===== config.mk =====
export PLATFORM = sky130hd
export DESIGN_NAME = c3zp_cell
export DESIGN_NICKNAME = d
export VERILOG_FILES = /design/src/hw/rtl/c3zp_pkg.sv /design/src/hw/rtl/c3zp_cell.sv
export SDC_FILE = /design/constraint.sdc
export NUM_CORES = 1
export LEC_CHECK = 0
export BUFFER_PORTS_ARGS = -buffer_cell sky130_fd_sc_hd__buf_2
export CAP_MARGIN = 20
export CORE_UTILIZATION = 60
export DETAILED_ROUTE_END_ITERATION = 16
export PLACE_DENSITY = 0.85
export SYNTH_ARGS = -nofsm -noshare
export SYNTH_HDL_FRONTEND = slang
export SYNTH_SLANG_ARGS = --single-unit

===== constraint.sdc =====
create_clock -name clk -period 11.59 [get_ports clk]
set_clock_uncertainty 0.05 [all_clocks]
set_input_delay 0.5795 -clock clk [delete_from_list [all_inputs] [get_ports clk]]
set_output_delay 0.5795 -clock clk [all_outputs]
set_load 0.01 [all_outputs]

===== src/hw/rtl/c3zp_pkg.sv =====
// ----------------------------------------------------------------------------
// c3zp_pkg
// Shared sizes, types and register indexes of the 3x3 zero-padded filter.
// ----------------------------------------------------------------------------
package c3zp_pkg;

  localparam int MAX_WIDTH  = 1024;
  localparam int MAX_HEIGHT = 1024;
  localparam int PIXEL_BITS = 8;
  localparam int COEF_BITS  = 16;

  localparam int ADDR_W    = $clog2(MAX_WIDTH);
  localparam int DIM_W     = 11;               // image_width / image_height registers
  localparam int ROW_W     = 10;               // emitted row index
  localparam int CNT_W     = ADDR_W + 1;       // column counters must hold MAX_WIDTH
  localparam int CFG_W     = 3 * COEF_BITS;
  localparam int CFG_IDX_W = 3;
  localparam int PROD_W    = PIXEL_BITS + 1 + COEF_BITS;
  localparam int CSUM_W    = PROD_W + 2;
  localparam int TOT_W     = CSUM_W + 2;
  localparam int SUM_W     = 28;

  localparam logic [CFG_IDX_W-1:0] REG_COEF_TOP = 3'd0;
  localparam logic [CFG_IDX_W-1:0] REG_COEF_MID = 3'd1;
  localparam logic [CFG_IDX_W-1:0] REG_COEF_BOT = 3'd2;
  localparam logic [CFG_IDX_W-1:0] REG_WIDTH    = 3'd3;
  localparam logic [CFG_IDX_W-1:0] REG_HEIGHT   = 3'd4;

  typedef logic [PIXEL_BITS-1:0]       pix_t;
  typedef logic signed [COEF_BITS-1:0] coef_t;
  typedef pix_t  [2:0]                 pix_col_t;   // index 0 is the top row
  typedef coef_t [2:0]                 coef_col_t;  // index 0 is the top row
  typedef logic [ADDR_W-1:0]           addr_t;

  typedef struct packed {
    pix_t upper;
    pix_t lower;
  } ls_entry_t;

  typedef struct packed {
    logic adv;       // pipeline advances this cycle
    logic shift;     // a new column enters the window
    logic kill_col;  // whole column lies outside the frame
    logic kill_top;  // top row lies outside the frame
    logic kill_bot;  // bottom row lies outside the frame
  } cell_ctl_t;

endpackage


===== src/hw/rtl/c3zp_cell.sv =====
// ----------------------------------------------------------------------------
// c3zp_cell
// One column of the 3x3 window: holds three pixels, passes them to its left
// neighbor on each shift, and forms the weighted sum of its column.
// ----------------------------------------------------------------------------
module c3zp_cell (
  input  logic                       clk,
  input  c3zp_pkg::cell_ctl_t        ctl,
  input  c3zp_pkg::pix_col_t         col_in,
  input  c3zp_pkg::coef_col_t        weights,
  output c3zp_pkg::pix_col_t         col_out,
  output logic signed [c3zp_pkg::CSUM_W-1:0] col_sum
);
  import c3zp_pkg::*;

  pix_col_t                  pix_r;
  pix_t                      masked [3];
  logic signed [PROD_W-1:0]  prod_r [3];
  logic signed [CSUM_W-1:0]  sum_r;

  always_ff @(posedge clk) begin
    if (ctl.shift) begin
      pix_r <= col_in;
    end
  end

  always_comb begin
    masked[0] = (ctl.kill_col || ctl.kill_top) ? '0 : pix_r[0];
    masked[1] = ctl.kill_col ? '0 : pix_r[1];
    masked[2] = (ctl.kill_col || ctl.kill_bot) ? '0 : pix_r[2];
  end

  always_ff @(posedge clk) begin
    if (ctl.adv) begin
      for (int r = 0; r < 3; r++) begin
        prod_r[r] <= PROD_W'($signed({1'b0, masked[r]}) * $signed(weights[r]));
      end
      sum_r <= CSUM_W'(prod_r[0]) + CSUM_W'(prod_r[1]) + CSUM_W'(prod_r[2]);
    end
  end

  assign col_out = pix_r;
  assign col_sum = sum_r;

endmodule


==> metrics.txt, run 1 <==
HP Class in2reg; hold buffers post-CTS 0; Yosys reg bits 126; Top Family by Delay on Critical Path adder cells; total gr overflow 0; Crit Path Max Fanout 79; Synth area leader fa_1; crit path DAT 6350 ps; critical path type in2reg; Synth Instances 2034; crit-path max cell delay around 690 ps; CP endpoint kind register; H-tree depth 4; crit path launch type input pin; drt via density about 5.6; FFs w/ async S/R, synth 0%; Mapped Nets between 2000 and 3000; vias in the first global route 15338; Final Cell Area 0.02142 sq mm; post-detailed-placement half-perimeter wirelength approximately 35 mm; routability cong. 0.9034; Post-Route WL 43.15 mm; fraction of layout cells with a size suffix above 1 roughly 8.6%; synth cell count leaders 479 x inv_1, 332 x fa_1, 206 x nand2_1; Cell Area, Placed just over 0.02 sq mm; max-capacitance violation count 0; Final Cycle Share between 50% and 60%; pin count of the biggest net entering global routing 80; Antenna Diode Count 0; Worst path most repeated cell fa_1; Slew @ Worst Pin 1089 ps; status finished clean; number of synthesized flops with an enable pin 126; worst vdd ir 153.5 uV; Starting Density 60.92%; # fillers around 2400; clk root buf clkbuf_16; mapped cell area 0.01977 sq mm; Sink Count between 100 and 150; M1 GR Usage 34.39%; Fin. Hold Viols 0; initial antenna violation count 1; Max Slew Vio Count 0; DR DRC count 0; # port buffers 128; CTS Buffer Depth 2; Clk pin slew, worst setup/hold paths 80 ps; Yosys Warn Count 0; Die Area 0.03368 sq mm; Fmax 160.8 MHz; first-pass GRT wire length between 70 and 80 mm; I/O pins 129; RSZ-0062 raised after global routing false; wire per inst 16.69 microns; first-pass iteration count of the detailed router 5; final net count between 2000 and 3000; vias 14470; hold_ws 253.3 ps; CTS tree yes; row cnt 66; Die Span X 183.5 microns; Area growth syn-to-layout 8.315%; post-layout min period 6219 ps; TNS Setup 0 ps; grt met2 use 47.39%; Mapped Avg Cell Area 9.720 sq um; CTS Buf Count 17; crit path cell chain buf_2, nor2_4, buf_4, and2_0, nand2_1, fa_1, inv_1, fa_1, fa_1, inv_1, fa_1, inv_1, ha_1, and4_1, and3_1, a31oi_1, a21oi_1, a21oi_2, and3_1, a211o_1; synth top area cells fa_1 34%, edfxtp_1 19%, ha_1 11%; met3 Use GR ~3.8%; GRT Resource Usage Total between 20% and 30%; most frequent cell after synthesis inv_1; register area share after synthesis 19.14%; predominant post-synthesis flop cell edfxtp_1; die height 183.5 microns; DRT iter0 DRCs 858; core area 0.03245 sq mm; Slew HR between 20% and 30%; Leak 11.36 nW; Worst Path Required 11720 ps; crit path buf inv count 5; postcts setup bufs 0; area fraction of the dominant cell type after synthesis 33.62%; Power per Cell Area around 160 mW/mm^2; clock latency on the worst-skew pair 450 ps; busiest metal layer after global routing met2; ANT nets after route 0; Netlist cell types 64; Slowest-stage cell, CP and2_0; post_cts resized 0; final setup violating endpoints 0
==> sequential cells by signal, summed over array words and instances, names as in the netlist <==
signal / flops
col_sum: 27
col_out: 24
prod_r: 75
==> kinds of logic (layout without fill, tap and decap cells) <==
kind of cell / count (synthesis) / after routing / synth area share (%)
buffers and inverters: 538 / 648 / 10.24
muxes: 3 / 3 / 0.1519
DFF: 126 / 126 / 19.14
AOI/OAI and AO/OA: 228 / 228 / 7.797
adders and majority gates: 507 / 507 / 44.69
xor gates and xnor gates: 81 / 81 / 3.588
and+or+nand+nor: 551 / 551 / 14.40
==> worst paths after layout <==
path                   end  cells after the start  slack [ps]           from
min reg2reg     col_sum[1]                      2         680  prod_r[0][51]
max          prod_r[0][72]                     20        5370         ctl[2]
max reg2reg  prod_r[0][21]                     17        5960     col_out[0]
min             col_out[5]                      1         250      col_in[5]
==> through the flow <==
stage	util [%]	instances	total power, mW	setup WS (ps)
5_1_grt	65.99	2586	3.733	5013
4_1_cts	65.84	2580	3.448	5411
6_report	65.99	2586	3.457	5371
3_5_place_dp	64.01	2548	2.867	4998
2_1_floorplan	-	2034	2.337	5928
3_3_place_gp	64.01	2548	2.777	5118
==> metal layers <==
metal	share of wire, %	vias up
met3	5.5	115
met1	40	7200
li1	-	6637
met4	3.4	0
met2	51	518
met5	0	-
==> where the power goes <==
part | switching [mW] | internal [mW]
combinational | 1.20 | 0.856
sequential | 0.0875 | 0.754
clock | 0.250 | 0.308
==> area by class of cell <==
type                    instances  area (sq um)  area share (%)
clock inverters                15         167.7          0.7829
repair buffers                137         714.4           3.336
multi-input cells            1370         13970           65.25
clock buffers                  17         425.4           1.986
flip-flops and latches        126          3784           17.67
well taps                     442         553.0           2.582
inverters                     479          1798           8.396
==> cells in the final DEF, fill, tap and decap left out, types with 9 or more instances in the layout <==
| cell | synthesis | routed |
|---|---|---|
| a21o_1 | 30 | 30 |
| a21oi_1 | 71 | 71 |
| a31oi_1 | 11 | 11 |
| and2_1 | 79 | 79 |
| and3_1 | 147 | 147 |
| buf_2 | 4 | 127 |
| buf_4 | 0 | 9 |
| clkbuf_16 | 0 | 17 |
| edfxtp_1 | 126 | 126 |
| fa_1 | 332 | 332 |
| ha_1 | 175 | 175 |
| inv_1 | 479 | 479 |
| nand2_1 | 206 | 206 |
| nand2b_1 | 11 | 11 |
| nand3_1 | 17 | 17 |
| nor2_1 | 29 | 27 |
| nor2b_1 | 18 | 18 |
| nor3_1 | 13 | 13 |
| o211ai_1 | 10 | 10 |
| o21a_1 | 12 | 12 |
| o21ai_0 | 25 | 25 |
| o21bai_1 | 14 | 14 |
| xnor2_1 | 52 | 52 |
| xor2_1 | 29 | 29 |
(Power assumes the default switching activity.)
==> inputs of run 2 (changes only) <==
Settings changed: CORE_UTILIZATION 60 to 58, PLACE_DENSITY 0.85 to 0.86.
Clock period 11.59 ns to 5.1 ns, I/O delays scaled along.
==> metrics.txt, run 2 (synthesized netlist as in run 1, its figures left out) <==
status finished clean; commonest non-fill, non-tap cell in the layout inv_1; post-detailed-placement half-perimeter wirelength 37.26 mm (+7.3%); crit path DAT 5120 ps (-1230 ps); core area 0.03353 sq mm (+3.3%); Post-Route WL 49.46 mm (+15%); max-capacitance violation count 0 (unchanged); Sink Count 126 (unchanged); Leak 12.38 nW (+8.9%); CP endpoint kind register; ANT nets after route 0 (unchanged); routability cong. 0.9235 (+2.2%); CTS Buffer Depth 2 (unchanged); NetSw 3.884 mW (+150%); GRT Resource Usage Total 28.58% (+1.4 points); Slew HR 51.85% (+25 points); I/O pins 129 (unchanged); Starting Density 58.96% (-2.0 points); Final Cell Area 0.02321 sq mm (+8.4%); worst vdd ir 376.7 uV (+150%); post-layout min period around 5000 ps; Fin. Hold Viols 0 (unchanged); total power 8.744 mW (+150%); Clk pin slew, worst setup/hold paths 70 ps (about the same); Die Area 0.03483 sq mm (+3.4%); Max Slew Vio Count 0 (unchanged); Slew @ Worst Pin 722.3 ps (-367.1 ps); HP Class in2reg; Top reg by flops prod_r; Gate power share 62.8% (+3.3 points); final net count 2908 (+7.1%); Antenna Diode Count 0 (unchanged); Cell Area, Placed 0.02201 sq mm (+6.0%); pre-CTS WS -318.1 ps (-5316 ps); commonest non-fill, non-tap cells in the layout 479 x inv_1, 331 x fa_1, 206 x nand2_1; crit path launch type register; CTS Buf Count 17 (unchanged); Die Span X 186.6 microns (+1.7%); Area growth syn-to-layout 17.39%; Crit Path Max Fanout 9 (-89%); die height 186.6 microns (+1.7%); DRT iter0 DRCs 1127 (+31%); Cell Int Power 4.860 mW (+150%); total gr overflow 0 (unchanged); final setup violating endpoints 0 (unchanged); initial antenna violation count 0 (-1); Worst Path Required 5230 ps (-6490 ps); pin count of the biggest net entering global routing 54 (-33%); H-tree depth 4 (unchanged); crit path cell chain nor2b_1, buf_4, buf_4, nand2_1, fa_1, inv_1, fa_1, fa_1, inv_1, fa_1, inv_1, ha_1, nor2b_4, a31oi_2, o21ai_2, buf_4, nand2_1, o31ai_4, xor2_1; vias in the first global route 17000 (+11%); clock share of power 15.4% (-0.8 points); Worst path most repeated cell fa_1; Final Util 69.22% (+3.2 points); Switching Share 44.42% (-0.099 points); max FFs per register 75 (unchanged); clock latency on the worst-skew pair 450 ps (about the same); vias 15807 (+9.2%); row cnt 67 (+1.5%); Flop pwr share 21.8% (-2.5 points); Slowest-stage cell, CP fa_1; Final Cycle Share 97.88%; first-pass iteration count of the detailed router 7 (+2); Fmax 200.3 MHz; # port buffers 128 (unchanged); DR DRC count 0 (unchanged); TNS Setup 0 ps (unchanged); fraction of layout cells with a size suffix above 1 16.74% (+8.1 points); crit-path max cell delay 570 ps (-120 ps); first-pass GRT wire length 80.19 mm (+10%); wire per inst 17.77 microns (+6.5%); Power per Cell Area 376.7 mW/mm^2 (+130%); drt via density 5.678 (+1.5%); clk root buf clkbuf_16; critical path type reg2reg; final worst setup slack 108.3 ps (-5263 ps); CTS tree yes
## run 2: cell count changes in the layout (fill, tap and decap cells not counted), sizes merged
| cell | change |
|---|---|
| buf | +168 |
| inv | -2 |
| clkinvlp | -1 |
| clkinv | +1 |
| bufinv | +2 |
| dlygate4sd3 | +24 |
## run 2: worst paths after layout
check                      from            end  slack, ps  cells after the start
setup reg to reg     col_out[9]  prod_r[0][48]        110                     19
hold reg to reg   prod_r[0][51]     col_sum[1]        700                      2
hold / removal      weights[16]  prod_r[0][25]        160                      2
setup / recovery     col_out[9]  prod_r[0][48]        110                     19
## run 2: critical path: cells and delay by family, from the launching register on
kind,cells,cell delay [ps]
AND/OR/NAND/NOR,4,570
AO/OA/AOI/OAI,3,580
buffers and inverters,6,670
adder cells (fa/ha/maj),5,2430
flip-flops,1,340
XOR/XNOR,1,100
## run 2: power groups by stage
stage	clock, mW	combinational [mW]	sequential [mW]
after global routing	1.37	6.00	1.93
after floorplan	0	3.41	1.91
after global placement	0	4.76	1.92
final	1.34	5.49	1.91
after CTS	1.34	5.21	1.91
after detailed placement	0	5.03	1.92
## run 2: what timing repair did
item / 4_1_cts / 5_1_grt
setup endpoints to repair: 5 / 24
gates resized for setup: 5 / 53
gates cloned: 0 / 1
buffers inserted: 0 / 11
pin swaps: 0 / 14
hold buffers: 24 / 0
hold endpoints to repair: 24 / 0
## run 2: cell type report
class                      count  area, sq um
multi-input combinational   1370        14210
fill                        2244        10320
sequential                   126         3784
timing repair buffer         329         2230
inverter                     479         1798
tap                          448        560.5
clock buffer                  17        425.4
clock inverter                15        198.9
## run 2: through the flow
stage	instances	hold WS, ps
after floorplan	2034	303.9
after global placement	2716	381.5
after detailed placement	2716	383.1
after CTS	2772	147.5
after global routing	2784	157.4
final	2784	157.4
## run 2: layer usage
layer | wire, microns | global-route usage (%) | part of all wire, % | vias up
met5 | 0 | 0 | 0 | -
met4 | 2274 | 12.55 | 4.6 | 0
met3 | 3596 | 4.288 | 7.3 | 193
met2 | 25410 | 50.98 | 51 | 793
met1 | 18180 | 34.27 | 37 | 7801
li1 | - | - | - | 7020
==> inputs of run 3 (changes only) <==
Settings changed: CORE_UTILIZATION 58 to 40, CTS_CLUSTER_SIZE from default to 20, PLACE_DENSITY 0.86 to 0.65.
==> metrics.txt, run 3 (synthesized netlist as in run 1, its figures left out) <==
status finished clean; CP Capture Point prod_r[0][72]; met3 Use GR 3.148% (-1.1 points); commonest non-fill, non-tap cell in the layout inv_1; I/O pins 129 (unchanged); worst vdd ir 328.1 uV (-13%); total gr overflow 0 (unchanged); Final Non-Filler Cells 3023 (+8.6%); # port buffers 128 (unchanged); Area growth syn-to-layout 19.16%; Clk pin slew, worst setup/hold paths 60 ps (about the same); Fmax 202.4 MHz (+1.0%); clk root buf clkbuf_16; vias 14791 (-6.4%); GRT Resource Usage Total 19.08% (-9.5 points); routability cong. 0.8721 (-5.6%); Antenna Diode Count 0 (unchanged); initial antenna violation count 1 (+1); Reg area 0.003784 sq mm (unchanged); Fin. Hold Viols 0 (unchanged); vias in the first global route 15942 (-6.2%); H-tree depth 4 (unchanged); # fillers 4550 (+100%); ANT nets after route 0 (unchanged); drt via density 4.893 (-14%); CTS tree yes; CTS Buffer Depth 2 (unchanged); crit path DAT 5110 ps (about the same); HP Class in2reg; die height 224.3 microns (+20%); RSZ-0062 raised after global routing true; R2R depth 16 (-3); Power per Cell Area 352.4 mW/mm^2 (-6.5%); Crit Path Max Fanout 14 (+5); total power 8.302 mW (-5.1%); M1 GR Usage 24.03% (-10 points); post-detailed-placement half-perimeter wirelength 37.55 mm (+0.76%); Max Slew Vio Count 0 (unchanged); fraction of layout cells with a size suffix above 1 16.96% (+0.22 points); Starting Density 40.47% (-18 points); post-layout min period 4941 ps (-51.20 ps); first-pass iteration count of the detailed router 6 (-1); area used by multi-input combinational logic 0.01410 sq mm (-0.77%); first-pass GRT wire length 76.30 mm (-4.9%); DR DRC count 0 (unchanged); Final Cycle Share 96.87% (-1.0 points); Post-Route WL 44.48 mm (-10%); final worst setup slack 159.5 ps (+51.21 ps); clock latency on the worst-skew pair 470 ps (+20 ps); pin count of the biggest net entering global routing 62 (+15%); Die Span X 224.3 microns (+20%); critical path type in2reg; crit path launch type input pin; grt met2 use 32.89% (-18 points); CP endpoint kind register; final setup violating endpoints 0 (unchanged); max FFs per register 75 (unchanged); wire per inst 14.71 microns (-17%); final net count 2931 (+0.79%); Slew HR 50.64% (-1.2 points); max-capacitance violation count 0 (unchanged); busiest metal layer after global routing met2; Worst Hold Depth 2 (unchanged); Top reg by flops prod_r; Leak 12.47 nW (+0.76%); Sink Count 126 (unchanged); hold_ws 130.8 ps (-26.57 ps); pre-CTS WS -437.4 ps (-119.4 ps); core area 0.04885 sq mm (+46%); worst r2r dst prod_r[0][72]; worst reg-to-reg setup slack 170 ps (+60 ps); CP startpoint ctl[2]; R2R Path Start col_out[21]; Die Area 0.05032 sq mm (+44%); DRT iter0 DRCs 848 (-25%); Slew @ Worst Pin 740.4 ps (+18.14 ps); dpl cells 2966 (+9.2%); commonest non-fill, non-tap cells in the layout 479 x inv_1, 330 x fa_1, 206 x nand2_1; CTS Buf Count 17 (unchanged); Worst Path Required 5260 ps (+30 ps); row cnt 81 (+21%)
## run 3: power breakdown
part,switching [mW],internal [mW]
clock network,0.543,0.787
logic,2.77,2.30
registers,0.191,1.71
total,3.50,4.80
## run 3: final cells by class
type	instances	area share [%]
clock buffer	17	1.806
tap	664	3.526
clock inverter	15	0.8497
inverter	479	7.631
sequential	126	16.06
multi-input combinational	1370	59.87
timing repair buffer	352	10.26
## run 3: worst min-delay path by stage
stage	startpoint	end	slack, ps
2_1_floorplan	col_in[0]	col_out[0]	300
3_3_place_gp	col_in[14]	col_out[14]	380
4_1_cts	weights[16]	prod_r[0][25]	110
5_1_grt	weights[16]	prod_r[0][25]	130
3_5_place_dp	col_in[10]	col_out[10]	380
6_report	weights[16]	prod_r[0][25]	130
## run 3: what timing repair did
item | CTS | global route
hold buffers | 24 | 0
pin swaps | 0 | 13
gates cloned | 0 | 0
endpoints found under the hold margin | 24 | 0
setup endpoints to repair | 7 | 25
resized for setup | 1 | 38
buffers inserted | 0 | 1
## run 3: metal layers
layer,wire [microns],vias up
li1,-,7073
met1,19280,7342
met2,22090,307
met3,1753,69
met4,1358,0
met5,0,-
## run 3: worst max-delay path: stages
cell and delay, ps:
buf_2 190, nor2_4 320, and2_1 180, buf_4 170, nand2_1 90, fa_1 540
inv_1 50, fa_1 480, fa_1 560, inv_1 50, fa_1 470, inv_1 50
ha_1 320, and4_1 240, and3_1 220, a31oi_2 220, a21oi_2 120, a21oi_2 220
o21bai_1 80, a211o_1 280
## run 3: per-stage QoR
step / area (sq um) / setup TNS (ps) / util [%]
after global routing: 23560 / -48.93 / 48.23
final: 23560 / 0 / 48.23
after floorplan: 19780 / -38.70 / -
after CTS: 23420 / 0 / 47.94
after global placement: 22550 / -4508 / 46.16
after detailed placement: 22550 / -7291 / 46.16
